**src/nmea_pkg.sv**
```systemverilog
// ----------------------------------------------------------------------------
// nmea_pkg
// Shared constants and small lookup functions for the GGA position parser.
// ----------------------------------------------------------------------------
package nmea_pkg;

   // Default longest line, in bytes, that is counted and parsed
   localparam int MAX_LINE_DEFAULT = 128;

   // Characters
   localparam logic [7:0] CHAR_LF    = 8'd10;
   localparam logic [7:0] CHAR_STAR  = 8'h2A;
   localparam logic [7:0] CHAR_COMMA = 8'h2C;
   localparam logic [7:0] CHAR_N     = 8'h4E;
   localparam logic [7:0] CHAR_S     = 8'h53;
   localparam logic [7:0] CHAR_E     = 8'h45;
   localparam logic [7:0] CHAR_W     = 8'h57;

   // Result status codes
   typedef enum logic [2:0] {
      STATUS_OK        = 3'd0,
      STATUS_BAD_SUM   = 3'd1,
      STATUS_NOT_GGA   = 3'd2,
      STATUS_BAD_HEMI  = 3'd3,
      STATUS_TOO_SHORT = 3'd4
   } status_type;

   // Trailer phases
   typedef enum logic [1:0] {
      TRL_NONE  = 2'd0,
      TRL_HIGH  = 2'd1,
      TRL_LOW   = 2'd2,
      TRL_DONE  = 2'd3
   } trailer_type;

   // Field numbers of interest
   localparam logic [3:0] FIELD_LAT     = 4'd2;
   localparam logic [3:0] FIELD_LAT_HEM = 4'd3;
   localparam logic [3:0] FIELD_LON     = 4'd4;
   localparam logic [3:0] FIELD_LON_HEM = 4'd5;

   // Held position after reset (1e-7 degree)
   localparam logic signed [30:0] LAT_RESET = 31'sd576345030;
   localparam logic signed [34:0] LON_RESET = 35'sd119578160;

   // Fixed-point scaling: deg*1e7 + min*50/3, divide by 3 via reciprocal
   localparam logic [23:0] DEG_SCALE = 24'd10000000;
   localparam logic [5:0]  MIN_SCALE = 6'd50;
   localparam int          RECIP_SHIFT = 27;
   localparam logic [25:0] RECIP_3 = 26'd44739243;   // (2^27 + 1) / 3

   // Header text "$GPGGA" by position
   function automatic logic [7:0] hdr_char(input logic [2:0] pos);
      logic [7:0] ch;
      unique case (pos)
         3'd0:    ch = 8'h24;
         3'd1:    ch = 8'h47;
         3'd2:    ch = 8'h50;
         3'd3:    ch = 8'h47;
         3'd4:    ch = 8'h47;
         3'd5:    ch = 8'h41;
         default: ch = 8'h00;
      endcase
      return ch;
   endfunction

   // Hex digit value, anything but 0-9 and A-F reads as 0
   function automatic logic [3:0] hex_value(input logic [7:0] c);
      logic [3:0] v;
      if (c >= 8'h30 && c <= 8'h39)      v = 4'(c - 8'h30);
      else if (c >= 8'h41 && c <= 8'h46) v = 4'(c - 8'h37);
      else                               v = 4'd0;
      return v;
   endfunction

   // Degree digit weights
   function automatic logic [6:0] deg_weight(input logic is_lon, input logic [3:0] pos);
      logic [6:0] w;
      unique case (pos)
         4'd0:    w = is_lon ? 7'd100 : 7'd10;
         4'd1:    w = is_lon ? 7'd10  : 7'd1;
         4'd2:    w = is_lon ? 7'd1   : 7'd0;
         default: w = 7'd0;
      endcase
      return w;
   endfunction

   // Minute digit weights (minutes * 1e4); the decimal point slot weighs 0
   function automatic logic [16:0] min_weight(input logic is_lon, input logic [3:0] pos);
      logic [16:0] w;
      logic [3:0]  p;
      p = is_lon ? 4'(pos - 4'd1) : pos;
      if (is_lon && pos == 4'd0) p = 4'd0;
      unique case (p)
         4'd2:    w = 17'd100000;
         4'd3:    w = 17'd10000;
         4'd5:    w = 17'd1000;
         4'd6:    w = 17'd100;
         4'd7:    w = 17'd10;
         4'd8:    w = 17'd1;
         default: w = 17'd0;
      endcase
      return w;
   endfunction

endpackage

```
**src/nmea_gga_position_parser_top.sv**
```systemverilog
// ----------------------------------------------------------------------------
// nmea_gga_position_parser_top
// Parses GGA sentences byte by byte and reports the held position per line.
// ----------------------------------------------------------------------------
//  channel | ports      | width | content
//  --------+------------+-------+------------------------------------------
//  input   | req_t*     |   8   | rx_byte
//  result  | rsp_t*     |  72   | status, latitude_e7, longitude_e7
//
// One byte per cycle unless a waiting result stalls input; each accepted byte
// updates the registered line state and a line feed loads the result register.
// Reset (synchronous) clears the line state and loads the default position.
// A waiting result stalls input only when it is not taken in that cycle.
module nmea_gga_position_parser_top #(
   parameter int MAX_LINE = nmea_pkg::MAX_LINE_DEFAULT
) (
   input  logic        clock,
   input  logic        reset,
   input  logic        req_tvalid,
   output logic        req_tready,
   input  logic [7:0]  req_tdata,   // [7:0] rx_byte
   output logic        rsp_tvalid,
   input  logic        rsp_tready,
   output logic [71:0] rsp_tdata    // [2:0] status, [33:3] latitude_e7,
                                    // [68:34] longitude_e7, [71:69] zero
);

   // Line state
   logic [7:0]  len_ff, len_in;
   logic [2:0]  hdr_ff, hdr_in;
   logic [3:0]  field_ff, field_in;
   logic [3:0]  cif_ff, cif_in;
   logic [7:0]  xor_ff, xor_in;
   nmea_pkg::trailer_type trl_ff, trl_in;
   logic [7:0]  rsum_ff, rsum_in;
   logic [9:0]  deg_ff, deg_in;
   logic [19:0] min_ff, min_in;
   logic [30:0] plat_ff, plat_in;
   logic [34:0] plon_ff, plon_in;
   logic [4:0]  flags_ff, flags_in;
   logic signed [30:0] hlat_ff, hlat_in;
   logic signed [34:0] hlon_ff, hlon_in;

   // Result register
   logic        rvalid_ff, rvalid_in;
   logic [71:0] rdata_ff, rdata_in;

   logic accept;
   logic [7:0] c;
   assign c          = req_tdata;
   assign req_tready = !rvalid_ff || rsp_tready;
   assign accept     = req_tvalid && req_tready;
   assign rsp_tvalid = rvalid_ff;
   assign rsp_tdata  = rdata_ff;

   // End-of-field position value: deg*1e7 + floor(min*50/3)
   logic [25:0] min50;
   logic [51:0] recip_prod;
   logic [34:0] field_val;
   logic        ef_lat, ef_lon;
   assign min50      = 26'(min_ff) * 26'(nmea_pkg::MIN_SCALE);
   assign recip_prod = 52'(min50) * 52'(nmea_pkg::RECIP_3);
   assign field_val  = 35'(deg_ff) * 35'(nmea_pkg::DEG_SCALE)
                     + 35'(recip_prod[51:nmea_pkg::RECIP_SHIFT]);
   assign ef_lat     = (field_ff == nmea_pkg::FIELD_LAT) && (cif_ff != 4'd0);
   assign ef_lon     = (field_ff == nmea_pkg::FIELD_LON) && (cif_ff != 4'd0);

   // Next-state logic
   always_comb begin
      logic [30:0] lat_v;
      logic [34:0] lon_v;
      logic [4:0]  fl;
      logic [3:0]  d;
      logic        in_lat, in_lon;
      nmea_pkg::status_type st;

      len_in = len_ff;   hdr_in = hdr_ff;   field_in = field_ff; cif_in = cif_ff;
      xor_in = xor_ff;   trl_in = trl_ff;   rsum_in = rsum_ff;
      deg_in = deg_ff;   min_in = min_ff;
      plat_in = plat_ff; plon_in = plon_ff; flags_in = flags_ff;
      hlat_in = hlat_ff; hlon_in = hlon_ff;
      rvalid_in = rvalid_ff && !rsp_tready;
      rdata_in  = rdata_ff;

      lat_v = plat_ff; lon_v = plon_ff; fl = flags_ff;
      d = (c >= 8'h30 && c <= 8'h39) ? 4'(c - 8'h30) : 4'd0;
      in_lat = (field_ff == nmea_pkg::FIELD_LAT);
      in_lon = (field_ff == nmea_pkg::FIELD_LON);
      st = nmea_pkg::STATUS_OK;

      if (accept && c == nmea_pkg::CHAR_LF) begin
         // close the open field unless a trailer started
         if (trl_ff == nmea_pkg::TRL_NONE) begin
            if (ef_lat) begin lat_v = field_val[30:0]; fl[0] = 1'b1; end
            if (ef_lon) begin lon_v = field_val;       fl[2] = 1'b1; end
         end
         priority if (len_ff < 8'd3)                          st = nmea_pkg::STATUS_TOO_SHORT;
         else if (trl_ff != nmea_pkg::TRL_NONE && rsum_ff != xor_ff)
                                                              st = nmea_pkg::STATUS_BAD_SUM;
         else if (hdr_ff < 3'd6)                              st = nmea_pkg::STATUS_NOT_GGA;
         else if (fl[4])                                      st = nmea_pkg::STATUS_BAD_HEMI;
         else                                                 st = nmea_pkg::STATUS_OK;
         if (st == nmea_pkg::STATUS_OK) begin
            if (fl[0]) hlat_in = fl[1] ? 31'(-lat_v) : lat_v;
            if (fl[2]) hlon_in = fl[3] ? 35'(-lon_v) : lon_v;
         end
         rvalid_in = 1'b1;
         rdata_in  = {3'd0, 35'(hlon_in), 31'(hlat_in), 3'(st)};
         // clear the line
         len_in = '0; hdr_in = '0; field_in = '0; cif_in = '0; xor_in = '0;
         trl_in = nmea_pkg::TRL_NONE; rsum_in = '0; deg_in = '0; min_in = '0;
         plat_in = '0; plon_in = '0; flags_in = '0;
      end else if (accept && len_ff < 8'(MAX_LINE)) begin
         len_in = len_ff + 8'd1;
         if (len_ff < 8'd6 && 8'(hdr_ff) == len_ff
             && c == nmea_pkg::hdr_char(len_ff[2:0]))
            hdr_in = hdr_ff + 3'd1;

         unique case (trl_ff)
            nmea_pkg::TRL_NONE: begin
               if (c == nmea_pkg::CHAR_STAR || c == nmea_pkg::CHAR_COMMA) begin
                  if (ef_lat) begin plat_in = field_val[30:0]; flags_in[0] = 1'b1; end
                  if (ef_lon) begin plon_in = field_val;       flags_in[2] = 1'b1; end
                  deg_in = '0;
                  min_in = '0;
               end
               if (c == nmea_pkg::CHAR_STAR) begin
                  trl_in = nmea_pkg::TRL_HIGH;
               end else begin
                  if (len_ff != 8'd0) xor_in = xor_ff ^ c;
                  if (c == nmea_pkg::CHAR_COMMA) begin
                     if (field_ff != 4'd15) field_in = field_ff + 4'd1;
                     cif_in = '0;
                  end else begin
                     // digit or hemisphere character
                     if (in_lat || in_lon) begin
                        deg_in = deg_ff + 10'(d) * 10'(nmea_pkg::deg_weight(in_lon, cif_ff));
                        min_in = min_ff + 20'(21'(d) * 21'(nmea_pkg::min_weight(in_lon, cif_ff)));
                     end else if (field_ff == nmea_pkg::FIELD_LAT_HEM && cif_ff == 4'd0) begin
                        if (c == nmea_pkg::CHAR_S)      flags_in[1] = 1'b1;
                        else if (c != nmea_pkg::CHAR_N) flags_in[4] = 1'b1;
                     end else if (field_ff == nmea_pkg::FIELD_LON_HEM && cif_ff == 4'd0) begin
                        if (c == nmea_pkg::CHAR_W)      flags_in[3] = 1'b1;
                        else if (c != nmea_pkg::CHAR_E) flags_in[4] = 1'b1;
                     end
                     if (cif_ff != 4'd15) cif_in = cif_ff + 4'd1;
                  end
               end
            end
            nmea_pkg::TRL_HIGH: begin
               rsum_in = {nmea_pkg::hex_value(c), 4'd0};
               trl_in  = nmea_pkg::TRL_LOW;
            end
            nmea_pkg::TRL_LOW: begin
               rsum_in = {rsum_ff[7:4], nmea_pkg::hex_value(c)};
               trl_in  = nmea_pkg::TRL_DONE;
            end
            nmea_pkg::TRL_DONE: begin
               trl_in = nmea_pkg::TRL_DONE;
            end
            default: trl_in = trl_ff;
         endcase
      end
   end

   // Control registers
   always_ff @(posedge clock) begin
      if (reset) begin
         len_ff <= '0; hdr_ff <= '0; field_ff <= '0; cif_ff <= '0; xor_ff <= '0;
         trl_ff <= nmea_pkg::TRL_NONE; rsum_ff <= '0; deg_ff <= '0; min_ff <= '0;
         plat_ff <= '0; plon_ff <= '0; flags_ff <= '0;
         hlat_ff <= nmea_pkg::LAT_RESET;
         hlon_ff <= nmea_pkg::LON_RESET;
         rvalid_ff <= 1'b0;
      end else begin
         len_ff <= len_in; hdr_ff <= hdr_in; field_ff <= field_in; cif_ff <= cif_in;
         xor_ff <= xor_in; trl_ff <= trl_in; rsum_ff <= rsum_in;
         deg_ff <= deg_in; min_ff <= min_in;
         plat_ff <= plat_in; plon_ff <= plon_in; flags_ff <= flags_in;
         hlat_ff <= hlat_in; hlon_ff <= hlon_in;
         rvalid_ff <= rvalid_in;
      end
   end

   // Result payload
   always_ff @(posedge clock) begin
      rdata_ff <= rdata_in;
   end

endmodule

```
**config.mk**
```make
export PLATFORM = sky130hd
export DESIGN_NAME = nmea_gga_position_parser_top
export DESIGN_NICKNAME = d
export VERILOG_FILES = /design/src/nmea_pkg.sv /design/src/nmea_gga_position_parser_top.sv
export SDC_FILE = /design/constraint.sdc
export NUM_CORES = 2
export LEC_CHECK = 0
export ABC_AREA = 1
export BUFFER_PORTS_ARGS = -buffer_cell sky130_fd_sc_hd__buf_2
export CORE_ASPECT_RATIO = 0.8
export CORE_UTILIZATION = 40
export CTS_CLUSTER_DIAMETER = 40
export DETAILED_ROUTE_END_ITERATION = 10
export SLEW_MARGIN = 20
export SYNTH_ARGS = -nofsm -noshare
export SYNTH_HDL_FRONTEND = slang
export SYNTH_SLANG_ARGS = --single-unit
```
**constraint.sdc**
```tcl
create_clock -name clock -period 15.9 [get_ports clock]
set_input_delay 4.77 -clock clock [delete_from_list [all_inputs] [get_ports clock]]
set_output_delay 4.77 -clock clock [all_outputs]
set_load 0.1 [all_outputs]
```
==> flow_metrics.env <==
export IMPL_routed_wl_um=85900
export IMPL_gr_usage_all_layers_pct=20.9
export IMPL_cts_tree="built"
export IMPL_ctsResizeCount=0
export IMPL_initial_core_util_pct=40.6
export IMPL_synth_area_leaders="ha_1 (17%), fa_1 (16%), dfxtp_1 (12%)"
export IMPL_place_gp_congestion=0.952
export IMPL_rr_endpoint="rsp_tdata[29]"
export IMPL_syn_avg_cell_area_sq_um=7.42
export IMPL_drc=0
export IMPL_cp_required_ns=16.26
export IMPL_avgViaCountPerCell=4.85
export IMPL_ff2ff_path_depth=64
export IMPL_synth_top_family_by_area="adder cells"
export IMPL_cts_hold_buf=0
export IMPL_firstDrtPassIters=8
export IMPL_max_stage_delay_ns=0.67
export IMPL_rr_startpoint="min_ff[2]"
export IMPL_fmax_ghz=0.0755
export IMPL_nFillCells=8354
export IMPL_cts_buffer_depth=3
export IMPL_finalMaxSlewViolations=0
export IMPL_whs_path_depth=2
export IMPL_path_class="reg2reg"
export IMPL_synth_adder_area_share_pct=33.3
export IMPL_hpwl_um=71400
export IMPL_drtIter0Drc=1774
export IMPL_outcome="finished, final reports clean"
export IMPL_final_area_sq_mm=0.0360
export IMPL_post_drt_wl_per_cell_um=15.3
export IMPL_placed_area_sq_mm=0.0345
export IMPL_fin_crit_ns=13.24
export IMPL_critPathMaxFanout=7
export IMPL_final_common_cell="inv_1"
export IMPL_synth_top_cell_by_area="ha_1"
export IMPL_min_from="hlon_ff[34]"
export IMPL_cap_violations=0
export IMPL_path_common_cell="nand2_1"
export IMPL_drive_gt1_share_pct=6.94
export IMPL_die_width_um=323
export IMPL_period_share_pct=83.3
export IMPL_ys_seq_elements=274
export IMPL_r2r_setup_slack_ns=2.66
export IMPL_row_count=93
export IMPL_chipHeight_um=258
export IMPL_coreArea_sq_mm=0.0810
export IMPL_setup_violations_final=0
export IMPL_finalClockSkew_ns=0.0369
export IMPL_cts_max_level=2
export IMPL_final_cell_mix="inv_1 (990), nand2_1 (930), ha_1 (452)"
export IMPL_ant_nets=0
export IMPL_yosys_most_used_dff="dfxtp_1"
export IMPL_setup_tns_ns=0
export IMPL_clock_sinks=274
export IMPL_synth_edf_count=69
export IMPL_cp_start_kind="flip-flop"
export IMPL_max_vdd_ir_drop_v=0.0000657
export IMPL_fin_nets=5232
export IMPL_cts_root_buf="clkbuf_16"
export IMPL_slew_headroom_pct=26.6
export IMPL_max_slew_worst_pin_slew_ns=1.10
export IMPL_synth_compound_area_share_pct=10.0
export IMPL_grt_first_pass_wirelength_um=140000
export IMPL_syn_to_final_growth_pct=9.31
export IMPL_postCtsSetupBuffers=0
export IMPL_hold_violations=0
export IMPL_grt_pass1_vias=26100
export IMPL_seq_area_frac_synth_pct=18.8
export IMPL_crit_path_top_delay_cell="fa_1"
export IMPL_leakage_nw=20.1
export IMPL_grt_max_degree=71
export IMPL_clkTransAtPathRegs_ns=0.06
export IMPL_muxShareOfSynthArea_pct=0.304
export IMPL_hp_class="reg2reg"
export IMPL_yosys_area_share_simple_pct=21.0
export IMPL_diodes=0
export IMPL_end_kind="flip-flop"
export IMPL_whs_endpoint="hlon_ff[34]"
export IMPL_async_flop_share_pct=0
export IMPL_synth_top_area_share_pct=17.2
export IMPL_clk_latency_ns=0.60
export IMPL_arrival_ns=13.60
export IMPL_grt_overflow=0
export IMPL_postSynthCellCount=4435
export IMPL_p_per_area_mw_per_mm2=49.0
export IMPL_synth_area_sq_mm=0.0329
export IMPL_antenna_found_initial=0
export IMPL_die_area_sq_mm=0.0834
export IMPL_dr_total_vias=27300
export IMPL_synth_cell_types=68
export IMPL_rsz0062_at_grt="false"
export IMPL_synth_warnings=0
export IMPL_synth_xor_area_share_pct=3.72
export IMPL_io_buffers=82
export IMPL_cts_buffers=45
export IMPL_pin_count=86
==> registers in the layout, summed over array words and instances (netlist names), 8 cells and up <==
signal / flops
hlon_ff: 35
xor_ff: 8
rsp_tdata: 69
plat_ff: 31
len_ff: 8
deg_ff: 10
hlat_ff: 31
plon_ff: 35
min_ff: 20
rsum_ff: 8
==> worst max-delay path, delay by kind of cell (launching register included) <==
kind            cells  cell delay [ns]
compound gates     13             2.67
xor+xnor            3             0.61
fa+ha+maj          13             5.78
buf+inv             7             0.57
flops               1             0.49
simple gates       28             2.92
==> synth_stat cells, types with 4 or more instances <==
library cell and number:
inv_1 990, nand2_1 930, ha_1 452, nor2_1 288
fa_1 265, a21oi_1 237, dfxtp_1 205, nand3_1 161
o21ai_0 160, xor2_1 92, edfxtp_1 69, clkbuf_1 46
xnor2_1 44, nor3_1 41, o21ai_1 41, nand4_1 37
or2_2 30, nor2_2 24, inv_2 22, nand2_2 21
o22ai_1 21, buf_2 20, o21a_1 19, o21bai_1 18
and2_1 16, o211ai_1 15, a211oi_1 12, nor4_1 12
o21ai_2 12, nand3b_1 11, nor3b_1 11, a31oi_1 10
mux2i_1 10, clkinv_1 9, a21boi_1 7, nor2_4 7
buf_4 6, a21boi_0 5, buf_1 5, nand3_2 5
o211a_1 5, a21o_1 4, or2_1 4
==> metrics by stage <==
step	cells	total power [mW]	hold WS (ns)	worst slack, ns	utilization [%]
2_1_floorplan	4437	0.776	0.418	1.12	-
3_3_place_gp	5548	0.796	0.428	3.00	42.5
3_5_place_dp	5548	0.796	0.434	2.75	42.5
4_1_cts	5629	1.78	0.449	2.75	44.4
5_1_grt	5629	1.82	0.466	1.62	44.4
6_report	5629	1.76	0.448	2.66	44.4
==> kinds of logic (layout without fill, tap and decap cells) <==
kind of cell	count (synthesis)	after routing
AO/OA/AOI/OAI	583	583
AND/OR/NAND/NOR	1610	1610
XOR/XNOR	138	138
multiplexers	10	10
other	1	3
buffers and inverters	1102	1202
flip-flops	274	274
adder cells (fa/ha/maj)	717	717
==> per-layer routing <==
layer  up-vias  GRT usage [%]  routed length [um]
met5         -              0                   0
met4         0           4.17                1520
met3        91           3.12                4580
met2       548           31.3               35600
met1     12700           31.7               44200
li1      14000              -                   -
==> layout make-up <==
type / instances / area (sq um) / share of cell area [%]
clock buffer: 55 / 1190 / 3.32
tap: 1092 / 1370 / 3.80
sequential: 274 / 6180 / 17.2
multi-input combinational: 3061 / 22500 / 62.7
clock inverter: 26 / 305 / 0.849
inverter: 1022 / 3840 / 10.7
timing repair buffer: 99 / 538 / 1.50
==> power by group <==
| part | total, mW | internal, mW | switching [mW] |
|---|---|---|---|
| combinational | 0.0659 | 0.0159 | 0.0499 |
| clock | 0.978 | 0.584 | 0.394 |
| sequential | 0.716 | 0.714 | 0.00252 |
==> worst max-delay path by stage <==
| stage | from | slack (ns) | cells past startpoint | end |
|---|---|---|---|---|
| after detailed placement | min_ff[2] | 2.75 | 64 | rsp_tdata[29] |
| final | min_ff[2] | 2.66 | 64 | rsp_tdata[29] |
| after global placement | min_ff[4] | 3.00 | 64 | rsp_tdata[29] |
| after floorplan | rsp_tready | 1.12 | 9 | deg_ff[6] |
| after global routing | min_ff[4] | 1.62 | 67 | rsp_tdata[32] |
| after CTS | min_ff[2] | 2.75 | 64 | rsp_tdata[29] |
No activity file was read; power rests on OpenSTA's default activity.
